File: src/sv/msl_pkg.sv
// ----------------------------------------------------------------------------
// msl_pkg
// Shared widths, constants and register codes of the 2D mean shift labeler.
// ----------------------------------------------------------------------------
package msl_pkg;

  localparam int MaxPointsDef = 64;
  localparam int CoordW       = 24;
  localparam int DiffW        = CoordW + 1;
  localparam int SqW          = 2 * DiffW - 1;
  localparam int DsqW         = SqW + 1;
  localparam int SumW         = CoordW + 7;
  localparam int MembW        = 7;
  localparam int LabW         = 6;
  localparam int BwW          = 20;
  localparam int Bw2W         = 2 * BwW;
  localparam int IterW        = 8;
  localparam int BaseW        = 16;
  localparam int LabelW       = 18;
  localparam int CfgIdxW      = 3;
  localparam int CfgDataW     = 20;
  localparam int ConvLim      = 16;

  localparam logic [LabelW-1:0] NoiseLabel = 18'h3FFFE;

  typedef logic signed [CoordW-1:0] coord_t;

  typedef enum logic [CfgIdxW-1:0] {
    CfgBandwidth = 3'd0,
    CfgMaxIter   = 3'd1,
    CfgMinPoints = 3'd2,
    CfgBaseLabel = 3'd3
  } cfg_idx_e;

endpackage

File: src/sv/msl_dist.sv
// ----------------------------------------------------------------------------
// msl_dist
// Two-stage squared distance unit: difference, then squares, summed at output.
// ----------------------------------------------------------------------------
module msl_dist (
  input  logic                       clk_i,
  input  msl_pkg::coord_t            ax_i,
  input  msl_pkg::coord_t            ay_i,
  input  msl_pkg::coord_t            bx_i,
  input  msl_pkg::coord_t            by_i,
  output logic [msl_pkg::DsqW-1:0]   dsq_o
);
  import msl_pkg::*;

  logic signed [DiffW-1:0]   dx_q, dy_q;
  logic signed [2*DiffW-1:0] px, py;
  logic [SqW-1:0]            sqx_q, sqy_q;

  assign px = dx_q * dx_q;
  assign py = dy_q * dy_q;

  always_ff @(posedge clk_i) begin
    dx_q  <= DiffW'(ax_i) - DiffW'(bx_i);
    dy_q  <= DiffW'(ay_i) - DiffW'(by_i);
    sqx_q <= px[SqW-1:0];
    sqy_q <= py[SqW-1:0];
  end

  assign dsq_o = DsqW'(sqx_q) + DsqW'(sqy_q);

endmodule

File: config.mk
export PLATFORM = sky130hd
export DESIGN_NAME = msl_dist
export DESIGN_NICKNAME = d
export VERILOG_FILES = /design/src/sv/msl_pkg.sv /design/src/sv/msl_dist.sv
export SDC_FILE = /design/constraint.sdc
export NUM_CORES = 2
export LEC_CHECK = 0
export BUFFER_PORTS_ARGS = -buffer_cell sky130_fd_sc_hd__buf_4
export CAP_MARGIN = 10
export CORE_MARGIN = 1
export CORE_UTILIZATION = 66
export CTS_CLUSTER_SIZE = 25
export DETAILED_ROUTE_END_ITERATION = 8
export PLACE_DENSITY_LB_ADDON = 0.05
export SLEW_MARGIN = 40
export SYNTH_ARGS = -nofsm -noshare
export SYNTH_HDL_FRONTEND = slang
export SYNTH_SLANG_ARGS = --single-unit
export TNS_END_PERCENT = 100
File: constraint.sdc
create_clock -name clk_i -period 8.6 [get_ports clk_i]
set_input_delay 0.43 -clock clk_i [delete_from_list [all_inputs] [get_ports clk_i]]
set_output_delay 0.43 -clock clk_i [all_outputs]
set_load 0.05 [all_outputs]
==> qor.yml <==
place:
  gp_congestion: 0.928
  dp_hpwl_um: 91700
  io_buffers: 146
global_route:
  first_global_vias: 35500
  antenna_found_initial: 2
  grt_usage_pct: 30.9
  grt_remaining_overflow: 0
  grt_pass1_wl_um: 175000
  grt_max_degree: 35
floorplan:
  dieArea_mm2: 0.0731
  start_util_pct: 66.6
  chipHeight_um: 270
  die_x_um: 270
  core-area_mm2: 0.0714
  rows: 98
  num_io_pins: 147
sta:
  slew-limit-headroom_pct: 45.8
  fin_worst_skew_ns: 0.0254
  worstMarginPinSlew_ns: 0.811
  finalSetupTns_ns: 0
  hold_viol: 0
  period_share_pct: 93.5
  period_needed_ns: 8.04
  maxSlewViolCount: 0
  rsz0062_at_grt: "false"
  setup_viol: 0
  fmax_mhz: 124
cts:
  clk_pin_slew_worst_paths_ns: 0.08
  cts_num_sinks: 146
  cts_buffers: 17
  hold_buffers: 0
  cts_root_buf: "clkbuf_16"
  htreeDepth: 4
  post_cts_resized: 0
  postCtsSetupBuffers: 0
  clock_latency_ns: 0.49
  clk_path_buf_depth: 2
  cts_tree: "built"
detailed_routing:
  wl_per_cell_um: 17.5
  first_pass_iters: 8
  post_drt_via_cell_ratio: 5.35
  drtIter0Drc: 1763
  postRouteAntennaNets: 0
  drcViolationCount: 0
  num_vias: 32400
  drt-total-wl_um: 106000
layout:
  num_antenna_cells: 0
  synthToLayoutAreaGrowth_pct: 6.22
  final_cell_mix: "inv_1 (1454), fa_1 (1198), nand2_1 (398), ha_1 (396), and2_1 (249)"
  final_common_cell: "inv_1"
  drive_gt1_share_pct: 5.85
  nNetsFinal: 6774
setup_path:
  critPathRequiredTime_ns: 9.03
  start_kind: "flip-flop"
  cp.arrival_ns: 8.46
  critPathKind: "reg -> reg"
  cp_slowest_stage_delay_ns: 0.80
  crit_cells: 25
  end_kind: "flip-flop"
  crit_top_cell: "fa_1"
  r2r_cells: 25
  critical_path.top_delay_family: "adder cells"
  crit_path_max_fanout: 16
  path_buf_inv: 5
  crit_slowest_cell: "dfxtp_1"
min_path:
  hold_class: "in -> reg"
  min_path_cells: 3
synth:
  ys_warn_count: 0
  syn-cell-area_mm2: 0.0475
  synth.distinct_cells: 82
  syn-instance-count: 4964
  synth.avg_cell_area_um2: 9.58
  ys.flop_type: "dfxtp_1"
  synth-edff-count: 0
  async_flop_share_pct: 0
  yosysSeqAreaShare_pct: 6.15
  synth_fp_nets: 6655
  yosys_register_bits: 146
run:
  cap_violations: 0
outcome:
  status: "complete, no violations"
## area by class of cell
cell class	instances	area, um^2
clock inverters	14	126
well taps	950	1190
inverters	1457	5470
clock buffers	18	439
multi-input cells	3239	38700
repair buffers	222	1670
fillers	5707	20900
flip-flops and latches	146	2930
## cell usage after synthesis (8+ instances only)
cell type  number  share of area, %
o21a_1         30              0.47
a31oi_1        19              0.25
a211oi_1       12              0.19
a21o_1         86               1.4
o211ai_1       10              0.16
a31o_2          8              0.15
xor2_1         64               1.2
xnor2_1       149               2.7
nand3_1        30              0.32
nand2_1       398               3.1
nor2_1        141               1.1
ha_1          396                10
nand4_1        10              0.13
a21oi_1       114               1.2
and3_1         17              0.22
clkbuf_1      120              0.95
nor2b_1        59              0.78
and2_1        249               3.3
nor3_1         20              0.21
dfxtp_1       146               6.1
inv_1        1454                11
nand2b_1       32              0.42
fa_1         1198                50
o21ai_0        59              0.62
o21bai_1       22              0.35
## logic make-up after synthesis
group                    after synthesis  synth area share (%)
flip-flops                           146                  6.15
XOR/XNOR                             213                  3.92
multiplexers                           3                0.0658
AND/OR/NAND/NOR                      992                  10.2
AO/OA/AOI/OAI                        437                  6.30
adder cells (fa/ha/maj)             1594                  60.9
buffers and inverters               1579                  12.5
## worst min-delay path: stages
cell and delay [ns]:
buf_4 0.08, ha_1 0.11, inv_1 0.03
## per-stage QoR
stage | hold WS, ns | utilization [%] | cells | setup slack [ns] | cell area (um^2)
final | 0.191 | 70.8 | 6046 | 0.562 | 50500
after global routing | 0.178 | 70.8 | 6046 | 0.0441 | 50500
after CTS | 0.165 | 70.7 | 6046 | 0.409 | 50500
after detailed placement | 0.604 | 70.0 | 6014 | 0.438 | 49900
after global placement | 0.694 | 69.9 | 6014 | 0.625 | 49900
after floorplan | 0.347 | - | 4964 | 1.40 | 47500
## path summary, 6_finish.rpt
kind,from,slack (ns),endpoint
worst max-delay path,dy_q[9]$_DFF_P_,0.56,sqy_q[45]$_DFF_P_
worst min register to register,dx_q[0]$_DFF_P_,0.62,sqx_q[0]$_DFF_P_
worst max register to register,dy_q[9]$_DFF_P_,0.56,sqy_q[45]$_DFF_P_
worst min-delay path,bx_i[0],0.19,dx_q[0]$_DFF_P_
## layer usage
layer | track usage, % | vias to the layer above | routed length (um)
li1 | - | 14800 | -
met1 | 39.4 | 16500 | 42500
met2 | 53.8 | 813 | 54000
met3 | 3.87 | 243 | 4960
met4 | 12.0 | 0 | 4310
met5 | 0 | - | 0
## flip-flops by register name, summed over array words and instances (netlist names)
| name | cells |
|---|---|
| dx_q | 25 |
| dy_q | 25 |
| sqx_q | 48 |
| sqy_q | 48 |
Power is left out: the tool's default activity adds up to more than one toggle a clock period on the data nets, which glitch-free logic cannot reach.
