## config.mk

```make
export PLATFORM = sky130hd
export DESIGN_NAME = msl_div
export DESIGN_NICKNAME = d
export VERILOG_FILES = /design/src/sv/msl_pkg.sv /design/src/sv/msl_div.sv
export SDC_FILE = /design/constraint.sdc
export NUM_CORES = 1
export LEC_CHECK = 0
export ABC_AREA = 1
export BUFFER_PORTS_ARGS = -buffer_cell sky130_fd_sc_hd__buf_2
export CORE_ASPECT_RATIO = 0.9
export CORE_MARGIN = 5
export CORE_UTILIZATION = 40
export CTS_BUF_LIST = sky130_fd_sc_hd__clkbuf_8 sky130_fd_sc_hd__clkbuf_16
export DETAILED_ROUTE_END_ITERATION = 16
export PLACE_DENSITY = 0.75
export SYNTH_ARGS = -nofsm -noshare
export SYNTH_HDL_FRONTEND = slang
export SYNTH_SLANG_ARGS = --single-unit
```

## constraint.sdc

```tcl
create_clock -name clk_i -period 2.1 [get_ports clk_i]
set_input_delay 0.525 -clock clk_i [delete_from_list [all_inputs] [get_ports clk_i]]
set_output_delay 0.525 -clock clk_i [all_outputs]
set_load 0.005 [all_outputs]
```

## src/sv/msl_pkg.sv

```systemverilog
// ----------------------------------------------------------------------------
// msl_pkg
// Shared widths, constants and register codes of the 2D mean shift labeler.
// ----------------------------------------------------------------------------
package msl_pkg;

  localparam int MaxPointsDef = 64;
  localparam int CoordW       = 24;
  localparam int DiffW        = CoordW + 1;
  localparam int SqW          = 2 * DiffW - 1;
  localparam int DsqW         = SqW + 1;
  localparam int SumW         = CoordW + 7;
  localparam int MembW        = 7;
  localparam int LabW         = 6;
  localparam int BwW          = 20;
  localparam int Bw2W         = 2 * BwW;
  localparam int IterW        = 8;
  localparam int BaseW        = 16;
  localparam int LabelW       = 18;
  localparam int CfgIdxW      = 3;
  localparam int CfgDataW     = 20;
  localparam int ConvLim      = 16;

  localparam logic [LabelW-1:0] NoiseLabel = 18'h3FFFE;

  typedef logic signed [CoordW-1:0] coord_t;

  typedef enum logic [CfgIdxW-1:0] {
    CfgBandwidth = 3'd0,
    CfgMaxIter   = 3'd1,
    CfgMinPoints = 3'd2,
    CfgBaseLabel = 3'd3
  } cfg_idx_e;

endpackage

```

## src/sv/msl_div.sv

```systemverilog
// ----------------------------------------------------------------------------
// msl_div
// Restoring unsigned divider, one quotient bit per cycle.
// ----------------------------------------------------------------------------
module msl_div (
  input  logic                       clk_i,
  input  logic                       rst_ni,
  input  logic                       start_i,
  input  logic [msl_pkg::SumW-1:0]   dividend_i,
  input  logic [msl_pkg::MembW-1:0]  divisor_i,
  output logic                       done_o,
  output logic [msl_pkg::SumW-1:0]   quot_o
);
  import msl_pkg::*;

  localparam int StepW = $clog2(SumW + 1);

  logic             run_q, done_q;
  logic [StepW-1:0] step_q;
  logic [MembW:0]   rem_q, rem_sh;
  logic [MembW-1:0] div_q;
  logic [SumW-1:0]  quo_q;
  logic             ge;

  assign rem_sh = {rem_q[MembW-1:0], quo_q[SumW-1]};
  assign ge     = rem_sh >= {1'b0, div_q};

  always_ff @(posedge clk_i or negedge rst_ni) begin
    if (!rst_ni) begin
      run_q  <= 1'b0;
      done_q <= 1'b0;
      step_q <= '0;
    end else begin
      done_q <= 1'b0;
      if (start_i) begin
        run_q  <= 1'b1;
        step_q <= '0;
      end else if (run_q) begin
        step_q <= step_q + 1'b1;
        if (step_q == StepW'(SumW - 1)) begin
          run_q  <= 1'b0;
          done_q <= 1'b1;
        end
      end
    end
  end

  always_ff @(posedge clk_i) begin
    if (start_i) begin
      rem_q <= '0;
      div_q <= divisor_i;
      quo_q <= dividend_i;
    end else if (run_q) begin
      rem_q <= ge ? rem_sh - {1'b0, div_q} : rem_sh;
      quo_q <= {quo_q[SumW-2:0], ge};
    end
  end

  assign done_o = done_q;
  assign quot_o = quo_q;

endmodule

```

==> results of run 1 <==
-- flip-flops by register name, indices dropped and copies added, names as in the netlist --
register and flops:
div_q 7, step_q 5, done_o 1, run_q 1
rem_q 7, quot_o 31
-- metal layers --
layer	vias up	track usage, %	wire, um
met3	8	3.42	349
li1	1072	-	-
met4	0	4.46	101
met5	-	0	0
met2	77	22.6	2500
met1	961	20.3	2650
-- per-stage QoR --
step                      cell area (um2)  cells  setup WS, ns  hold WS [ns]
after global routing                 3120    448        0.0673        0.0290
final                                3120    448         0.250        0.0323
after detailed placement             3010    440         0.259         0.370
after global placement               3010    440         0.339         0.365
after floorplan                      2540    286         0.378         0.229
after CTS                            3120    448         0.241        0.0320
-- synthesized netlist by cell type (4+ instances only) --
master | instances | area (um2)
nand3b_1 | 4 | 30.0
clkbuf_1 | 7 | 26.3
nand2_1 | 138 | 518
inv_1 | 22 | 82.6
dfrtp_1 | 7 | 175
a21oi_1 | 4 | 20.0
ha_1 | 9 | 113
dfxtp_1 | 7 | 140
nand4_1 | 4 | 25.0
nor2_1 | 7 | 26.3
nand3_1 | 18 | 90.1
inv_2 | 5 | 18.8
edfxtp_1 | 38 | 1140
-- worst max-delay path: stages, from the launching register on --
cell	delay (ns)
edfxtp_1	0.35
inv_1	0.06
ha_1	0.21
fa_1	0.41
inv_1	0.09
nand3_1	0.07
nand2_1	0.14
nand2_1	0.11
nand3_4	0.11
nand3_1	0.09
nand3_1	0.08
nand2_1	0.05
-- final cells by class --
cell class,count,area [um2]
clock buffer,5,68.8
clock inverter,3,37.5
fill,621,3030
inverter,28,105
multi-input combinational,199,955
sequential,52,1460
tap,87,109
timing repair buffer,74,388
-- power by group through the flow --
| stage | Combinational [W] | Clock [W] | Sequential, W |
|---|---|---|---|
| 2_1_floorplan | 0.000704 | 0 | 0.00136 |
| 3_3_place_gp | 0.000939 | 0 | 0.00138 |
| 3_5_place_dp | 0.000967 | 0 | 0.00138 |
| 4_1_cts | 0.000974 | 0.000690 | 0.00136 |
| 5_1_grt | 0.00111 | 0.000737 | 0.00138 |
| 6_report | 0.000971 | 0.000668 | 0.00136 |
-- worst paths after layout --
check | start | end | slack [ns]
max | quot_o[30] | rem_q[5] | 0.25
min | rst_ni | step_q[0] | 0.03
max reg2reg | quot_o[30] | rem_q[5] | 0.25
min reg2reg | rem_q[0] | rem_q[0] | 0.49
max in group asynchronous | rst_ni | step_q[2] | 1.91
min in group clk_i | divisor_i[4] | div_q[4] | 0.39
-- cells by family (layout without fill, tap and decap cells) --
group	Yosys count	in the layout
simple gates	176	176
flops	52	52
buf+inv	35	110
compound gates	11	11
fa+ha+maj	10	10
xor+xnor	2	2
==> out/results.txt, run 1 <==
Worst-Margin Slew - 0.564 ns
slew margin rel. - 62.3%
xor and xnor fraction of the mapped netlist area - 0.689%
PD cells - 961 nW/um2
Pwr Total - 0.00300 W
CTS resizes - 0
simple-gate area share of the yosys netlist - 28.7%
CP Class - register to register
# clock sinks - 52
Core Util, Final - 50.7%
vias - 2118
port buffer count - 72
Post-Syn Area per Cell - 8.89 um2
largest family of logic cells by synthesized area - simple AND/OR/NAND/NOR gates
Tot GR Track Use - 14.6%
most common cell after layout, fill and taps aside - nand2_1
final-stage net count - 411
clock skew - 0.00414 ns
sequential element share of the synthesized area - 57.3%
Post-CTS Setup Bufs - 0
Post-Route WL - 5600 um
initial core utilization - 41.4%
Clock transition at path regs - 0.09 ns
Synth cell types - 27
CTS tree - yes
n_diodes - 0
H-tree lvl count - 2
Antenna Violating Nets Remaining - 0
first-pass GRT wire length - 9480 um
most frequent cells in the layout - 138 x nand2_1, 72 x buf_2, 38 x edfxtp_1
DR vias/cell - 4.73
die area - 8050 um2
Iter 0 DRT Violations - 176
CP max FO - 7
Hold Violations, Final - 0
Synth Warn # - 0
#FFs+latches synth - 52
sequential power share - 45.3%
latest clock arrival within the worst-skew pair - 0.31 ns
setup_tns - 0 ns
first-pass iteration count of the detailed router - 4
clk root buf - clkbuf_8
routed len/inst - 12.5 um
fin crit period - 1.85 ns
prevailing post-synth register cell - edfxtp_1
Cell Area, Synth - 2540 um2
largest net degree at the start of global routing - 37
CP endpoint kind - register
Logic pwr share - 32.4%
DPL Wire Length - 4200 um
crit share post-route - 88.1%
Final Max Tran Viols - 0
Gate Count Post-Synth - 286
vias in the first global route - 2072
Adder-Cell Fraction of Synth Area - 5.22%
Compound-Gate Fraction of Synth Area - 2.90%
mux cell area share after synthesis - 0%
Longest Clk Path Bufs - 2
WP data required - 2.31 ns
CP arrival - 2.06 ns
Max Clk Rate - 0.540 GHz
total grt overflow - 0
layout cells sized above 1 - 24.9%
syn nets - 337
row count - 27
unrepaired setup endpoints after global routing - no
Lkg Pwr - 1.61 nW
CTS buffer count - 5
Die X-Extent - 94.0 um
P_int - 0.00200 W
async set-or-reset flop fraction in the synthesized netlist - 13.5%
Setup-failing EPs final - 0
Syn-to-layout area delta - 22.7%
EDFF count, synth - 38
Post-CTS Hold Buffers - 0
drt drc - 0
antenna violations before repair - 0
Core Region - 6150 um2
HP Class - input port to async pin
VDD IR max - 0.378 mV
clock share of power - 22.3%
MaxCap Viol Count - 0
Die Y - 85.6 um
status - finished clean
Psw - 0.000995 W
kind of start point of the critical path - register
Boundary Pins - 73
routability cong. - 0.878
Sw Share - 33.2%
r2r worst-path depth - 11
Power figures use the tool's default switching activity.
==> run 2, diff against run 1 <==
--- a/config.mk
+++ b/config.mk
@@ -6,13 +6,13 @@
 export NUM_CORES = 1
 export LEC_CHECK = 0
 export ABC_AREA = 1
-export BUFFER_PORTS_ARGS = -buffer_cell sky130_fd_sc_hd__buf_2
 export CORE_ASPECT_RATIO = 0.9
-export CORE_MARGIN = 5
+export CORE_MARGIN = 4
 export CORE_UTILIZATION = 40
 export CTS_BUF_LIST = sky130_fd_sc_hd__clkbuf_8 sky130_fd_sc_hd__clkbuf_16
 export DETAILED_ROUTE_END_ITERATION = 16
-export PLACE_DENSITY = 0.75
+export DONT_BUFFER_PORTS = 1
+export PLACE_DENSITY = 0.65
 export SYNTH_ARGS = -nofsm -noshare
 export SYNTH_HDL_FRONTEND = slang
 export SYNTH_SLANG_ARGS = --single-unit
==> run 2 against run 1 <==
Compared with the run above:
- sequential power about the same
- first-iteration DRC count is 54% lower
- critical endpoint is now quot_o[0]
- setup slack lost 0.034 ns
- highest routed layer unchanged
==> out/results.txt, run 2 (same netlist as run 1, synthesis figures left out) <==
slowest stage delay, CP - 0.44 ns (+0.03 ns)
CP Class - register to register
Sw Share - 33.2% (-0.036 points)
Logic pwr share - 29.4% (-3.0 points)
first-pass iteration count of the detailed router - 4 (unchanged)
Die Y - 83.6 um (-2.3%)
Final Max Tran Viols - 0 (unchanged)
Max Clk Rate - 0.531 GHz (-1.8%)
vias in the first global route - 1856 (-10%)
HP Class - input port to register
row count - 27 (unchanged)
WP data required - 2.14 ns (-0.17 ns)
sequential power share - 47.3% (+2.0 points)
crit share post-route - 89.7% (+1.6 points)
# clock sinks - 52 (unchanged)
CP arrival - 1.92 ns (-0.14 ns)
placed cell area - 2630 um2 (-13%)
Syn-to-layout area delta - 8.61%
first-pass GRT wire length - 8810 um (-7.1%)
latest clock arrival within the worst-skew pair - 0.31 ns (about the same)
Worst-Margin Slew - 0.660 ns (+0.0958 ns)
CP max FO - 8 (+1)
Worst path top cell family by delay - compound AO/OA/AOI/OAI gates
vias - 1838 (-13%)
Longest Clk Path Bufs - 2 (unchanged)
Slowest-stage cell, CP - edfxtp_1
final worst-path setup slack - 0.216 ns (-0.0340 ns)
H-tree lvl count - 2 (unchanged)
final-stage net count - 339 (-18%)
n_diodes - 0 (unchanged)
Iter 0 DRT Violations - 81 (-54%)
routed len/inst - 13.7 um (+9.7%)
fillers - 620 (-0.16%)
Boundary Pins - 73 (unchanged)
status - finished clean
Clock transition at path regs - 0.10 ns (about the same)
CP dominant cell by count - inv_1
VDD IR max - 0.393 mV (+4.0%)
initial core utilization - 41.4% (unchanged)
max FFs per register - 31 (unchanged)
P_int - 0.00194 W (-3.3%)
buffer and inverter count on the worst path - 2 (unchanged)
fin crit period - 1.88 ns (+0.0340 ns)
Tot GR Track Use - 14.2% (-0.42 points)
Core Region - 6150 um2 (unchanged)
clk root buf - clkbuf_8
die area - 7700 um2 (-4.4%)
Post-Route WL - 5160 um (-8.0%)
Hold Violations, Final - 0 (unchanged)
layout cells sized above 1 - 6.92% (-18 points)
Hold WS - 0.283 ns (+0.251 ns)
hold depth - 1
Setup Slack @ Placement - 0.192 ns (-0.0671 ns)
clock share of power - 23.3% (+1.0 points)
clock skew - 0.0115 ns (+0.00735 ns)
CTS buffer count - 5 (unchanged)
most common cell after layout, fill and taps aside - nand2_1
Post-CTS Setup Bufs - 0 (unchanged)
total grt overflow - 0 (unchanged)
DPL Wire Length - 3690 um (-12%)
DR vias/cell - 4.89 (+3.4%)
r2r worst-path depth - 8 (-3)
CP endpoint kind - register
drt drc - 0 (unchanged)
most frequent cells in the layout - 137 x nand2_1, 38 x edfxtp_1, 22 x inv_1
Die X-Extent - 92.0 um (-2.1%)
PD cells - 1050 nW/um2 (+9.2%)
Antenna Violating Nets Remaining - 0 (unchanged)
port buffer count - 0 (-100%)
Setup-failing EPs final - 0 (unchanged)
final instance area - 2760 um2 (-11%)
WP depth - 8 (-3)
Psw - 0.000961 W (-3.4%)
unrepaired setup endpoints after global routing - no
routability cong. - 0.795 (-9.5%)
MaxCap Viol Count - 0 (unchanged)
CTS tree - yes
Pwr Total - 0.00290 W (-3.3%)
antenna violations before repair - 0 (unchanged)
kind of start point of the critical path - register
largest net degree at the start of global routing - 43 (+16%)
slew margin rel. - 55.9% (-6.4 points)
Lkg Pwr - 1.31 nW (-18%)
setup_tns - 0 ns (unchanged)
crit path cell chain - inv_1 > ha_1 > fa_1 > inv_1 > nand3_1 > nand2_2 > o21ai_2 > a31oi_1
run 2: cell types whose count changed in the layout (fill, tap and decap cells not counted), sizes merged:
| cell | previous run | this run |
|---|---|---|
| buf | 74 | 1 |
| clkbuf | 5 | 7 |
| bufinv | 1 | 0 |
| clkinv | 3 | 2 |
| dlygate4sd3 | 0 | 1 |
run 2: cell type report:
class / instances / area [um2] / share of cell area [%]
clock buffer: 7 / 108 / 3.90
clock inverter: 1 / 8.76 / 0.317
inverter: 28 / 105 / 3.81
multi-input combinational: 199 / 957 / 34.7
sequential: 52 / 1460 / 52.7
tap: 87 / 109 / 3.94
timing repair buffer: 2 / 17.5 / 0.634
run 2: power groups by stage:
stage | logic [W] | clock network [W] | registers (W)
floorplan | 0.000704 | 0 | 0.00136
global placement | 0.000823 | 0 | 0.00140
detailed placement | 0.000843 | 0 | 0.00139
CTS | 0.000854 | 0.000691 | 0.00137
global route | 0.000989 | 0.000735 | 0.00139
finish | 0.000851 | 0.000675 | 0.00137
run 2: worst paths after layout:
check / from / end / slack (ns)
setup / recovery: quot_o[30] / quot_o[0] / 0.22
hold / removal: start_i / done_o / 0.28
setup reg to reg: quot_o[30] / quot_o[0] / 0.22
hold reg to reg: rem_q[6] / rem_q[6] / 0.47
max in group asynchronous: rst_ni / done_o / 1.32
min in group asynchronous: rst_ni / step_q[1] / 0.54
run 2: repair_timing:
action,CTS,global route
gates resized for setup,0,1
hold buffers,1,0
setup endpoints to repair,0,1
endpoints found under the hold margin,7,0
run 2: per-stage QoR:
step | utilization (%) | cells
after floorplan | - | 286
after global placement | 42.8 | 367
after detailed placement | 42.8 | 367
after CTS | 44.9 | 376
after global routing | 44.9 | 376
final | 44.9 | 376
run 2: routing by layer:
| metal | global-route usage (%) | wire (um) |
|---|---|---|
| met1 | 17.0 | 2270 |
| met2 | 23.3 | 2370 |
| met4 | 4.59 | 80 |
| met3 | 5.68 | 439 |
| met5 | 0 | 0 |
==> run 3, diff against run 2 <==
--- a/config.mk
+++ b/config.mk
@@ -8,11 +8,11 @@
 export ABC_AREA = 1
 export CORE_ASPECT_RATIO = 0.9
 export CORE_MARGIN = 4
-export CORE_UTILIZATION = 40
-export CTS_BUF_LIST = sky130_fd_sc_hd__clkbuf_8 sky130_fd_sc_hd__clkbuf_16
+export CORE_UTILIZATION = 65
+export CTS_BUF_LIST = sky130_fd_sc_hd__clkbuf_8
 export DETAILED_ROUTE_END_ITERATION = 16
 export DONT_BUFFER_PORTS = 1
-export PLACE_DENSITY = 0.65
+export PLACE_DENSITY = 0.92
 export SYNTH_ARGS = -nofsm -noshare
 export SYNTH_HDL_FRONTEND = slang
 export SYNTH_SLANG_ARGS = --single-unit
==> run 3 against run 2 <==
Compared with the run above:
- utilization is 26 points higher
- sequential power about the same
- die area down 35%
==> out/results.txt, run 3 (same netlist as run 1, synthesis figures left out) <==
met1 GRT Util - 27.1% (+10 points)
Setup Slack @ Placement - 0.188 ns (-0.00427 ns)
Die X-Extent - 73.9 um (-20%)
drt drc - 0 (unchanged)
CTS buffer count - 5 (unchanged)
total grt overflow - 0 (unchanged)
WP data required - 2.31 ns (+0.17 ns)
area occupied by multi-input gates - 955 um2 (-0.26%)
most common cell after layout, fill and taps aside - nand2_1
routability cong. - 0.963 (+21%)
Longest Clk Path Bufs - 2 (unchanged)
DPL Wire Length - 3760 um (+2.0%)
layout cells sized above 1 - 6.25% (-0.67 points)
Antenna Violating Nets Remaining - 0 (unchanged)
Core Util, Final - 71.3% (+26 points)
setup_tns - 0 ns (unchanged)
CTS resizes - 0 (unchanged)
gr busiest metal - met2
H-tree lvl count - 2 (unchanged)
HP Class - input port to register
vias - 1899 (+3.3%)
CP max FO - 7 (-1)
Tot GR Track Use - 21.9% (+7.7 points)
row count - 21 (-22%)
vias in the first global route - 1775 (-4.4%)
port buffer count - 0 (unchanged)
fillers - 267 (-57%)
Iter 0 DRT Violations - 171 (+110%)
CTS tree - yes
clock skew - 0.00622 ns (-0.00527 ns)
n_diodes - 0 (unchanged)
CP Class - register to register
crit share post-route - 94.6% (+4.9 points)
unrepaired setup endpoints after global routing - no
antenna violations before repair - 0 (unchanged)
Clock transition at path regs - 0.10 ns (about the same)
Boundary Pins - 73 (unchanged)
first-pass iteration count of the detailed router - 4 (unchanged)
latest clock arrival within the worst-skew pair - 0.31 ns (about the same)
VDD IR max - 0.527 mV (+34%)
Final Max Tran Viols - 0 (unchanged)
met2 usage - 35.3% (+12 points)
Post-CTS Setup Bufs - 0 (unchanged)
DR vias/cell - 5.69 (+16%)
largest net degree at the start of global routing - 43 (unchanged)
most frequent cells in the layout - 138 x nand2_1, 38 x edfxtp_1, 22 x inv_1
routed len/inst - 15.8 um (+15%)
Die Y - 67.3 um (-19%)
Post-Route WL - 5280 um (+2.5%)
Max Clk Rate - 0.503 GHz (-5.2%)
Hold Violations, Final - 0 (unchanged)
max FFs per register - 31 (unchanged)
initial core utilization - 67.7% (+26 points)
final-stage net count - 338 (-0.29%)
Lkg Pwr - 1.29 nW (-1.4%)
Syn-to-layout area delta - 5.41%
status - finished clean
fin crit period - 1.99 ns (+0.102 ns)
met3 Track Usage GR - 6.85% (+1.2 points)
# clock sinks - 52 (unchanged)
clk root buf - clkbuf_8
kind of start point of the critical path - register
final worst-path setup slack - 0.113 ns (-0.102 ns)
MaxCap Viol Count - 0 (unchanged)
die area - 4980 um2 (-35%)
Setup-failing EPs final - 0 (unchanged)
Worst-Margin Slew - 0.664 ns (+0.00408 ns)
first-pass GRT wire length - 8160 um (-7.4%)
CP arrival - 2.19 ns (+0.27 ns)
CP endpoint kind - register
Register Area - 1460 um2 (unchanged)
Core Region - 3760 um2 (-39%)
slew margin rel. - 55.6% (-0.27 points)
PD cells - 1070 nW/um2 (+1.6%)
-- run 3: changes by cell type in the layout (fill, tap and decap cells not counted), sizes merged --
cell	before	now
buf	1	0
clkinvlp	0	1
clkbuf	7	5
inv	27	28
-- run 3: final timing paths --
check / start / end / slack [ns] / cells after the start
min reg2reg: rem_q[1] / rem_q[1] / 0.49 / 2
min in group asynchronous: rst_ni / step_q[3] / 0.53 / 1
max reg2reg: quot_o[30] / rem_q[6] / 0.11 / 11
max in group asynchronous: rst_ni / step_q[1] / 1.33 / 1
max: quot_o[30] / rem_q[6] / 0.11 / 11
min: start_i / done_o / 0.28 / 1
-- run 3: cell type report --
type	instances	area share, %
Clock inverter	3	1.03
Timing Repair Buffer	1	0.373
Tap cell	46	2.15
Multi-Input combinational cell	199	35.6
Sequential cell	52	54.3
Clock buffer	5	2.57
Inverter	28	3.92
-- run 3: layer usage --
layer | up-vias | wire, um
li1 | 921 | -
met1 | 873 | 2000
met2 | 93 | 2690
met3 | 12 | 503
met4 | 0 | 95
met5 | - | 0
-- run 3: what timing repair did --
action                                  CTS  global route
endpoints found under the setup margin    0             0
hold buffers                              1             0
hold endpoints to repair                  7             0
-- run 3: per-stage QoR --
step | area (um2) | hold slack (ns) | power (W) | std cells
2_1_floorplan | 2540 | 0.229 | 0.00206 | 286
3_3_place_gp | 2570 | 0.230 | 0.00219 | 325
3_5_place_dp | 2570 | 0.230 | 0.00224 | 325
4_1_cts | 2680 | 0.276 | 0.00284 | 334
5_1_grt | 2680 | 0.267 | 0.00302 | 334
6_report | 2680 | 0.285 | 0.00286 | 334
-- run 3: power by group --
part           leakage, nW  internal [W]  switching, W
clock network       0.0463      0.000245      0.000350
registers            0.557       0.00126      0.000121
logic                0.692      0.000335      0.000548
-- run 3: critical path, cell delays in order (launching register included) --
cell and delay (ns):
edfxtp_1 0.41, inv_1 0.08, ha_1 0.22, fa_1 0.40, inv_1 0.10, nand3_1 0.06, nand2_1 0.14, nand2_1 0.11
nand3_4 0.11, nand3_1 0.10, nand3_1 0.09, nand2_1 0.06
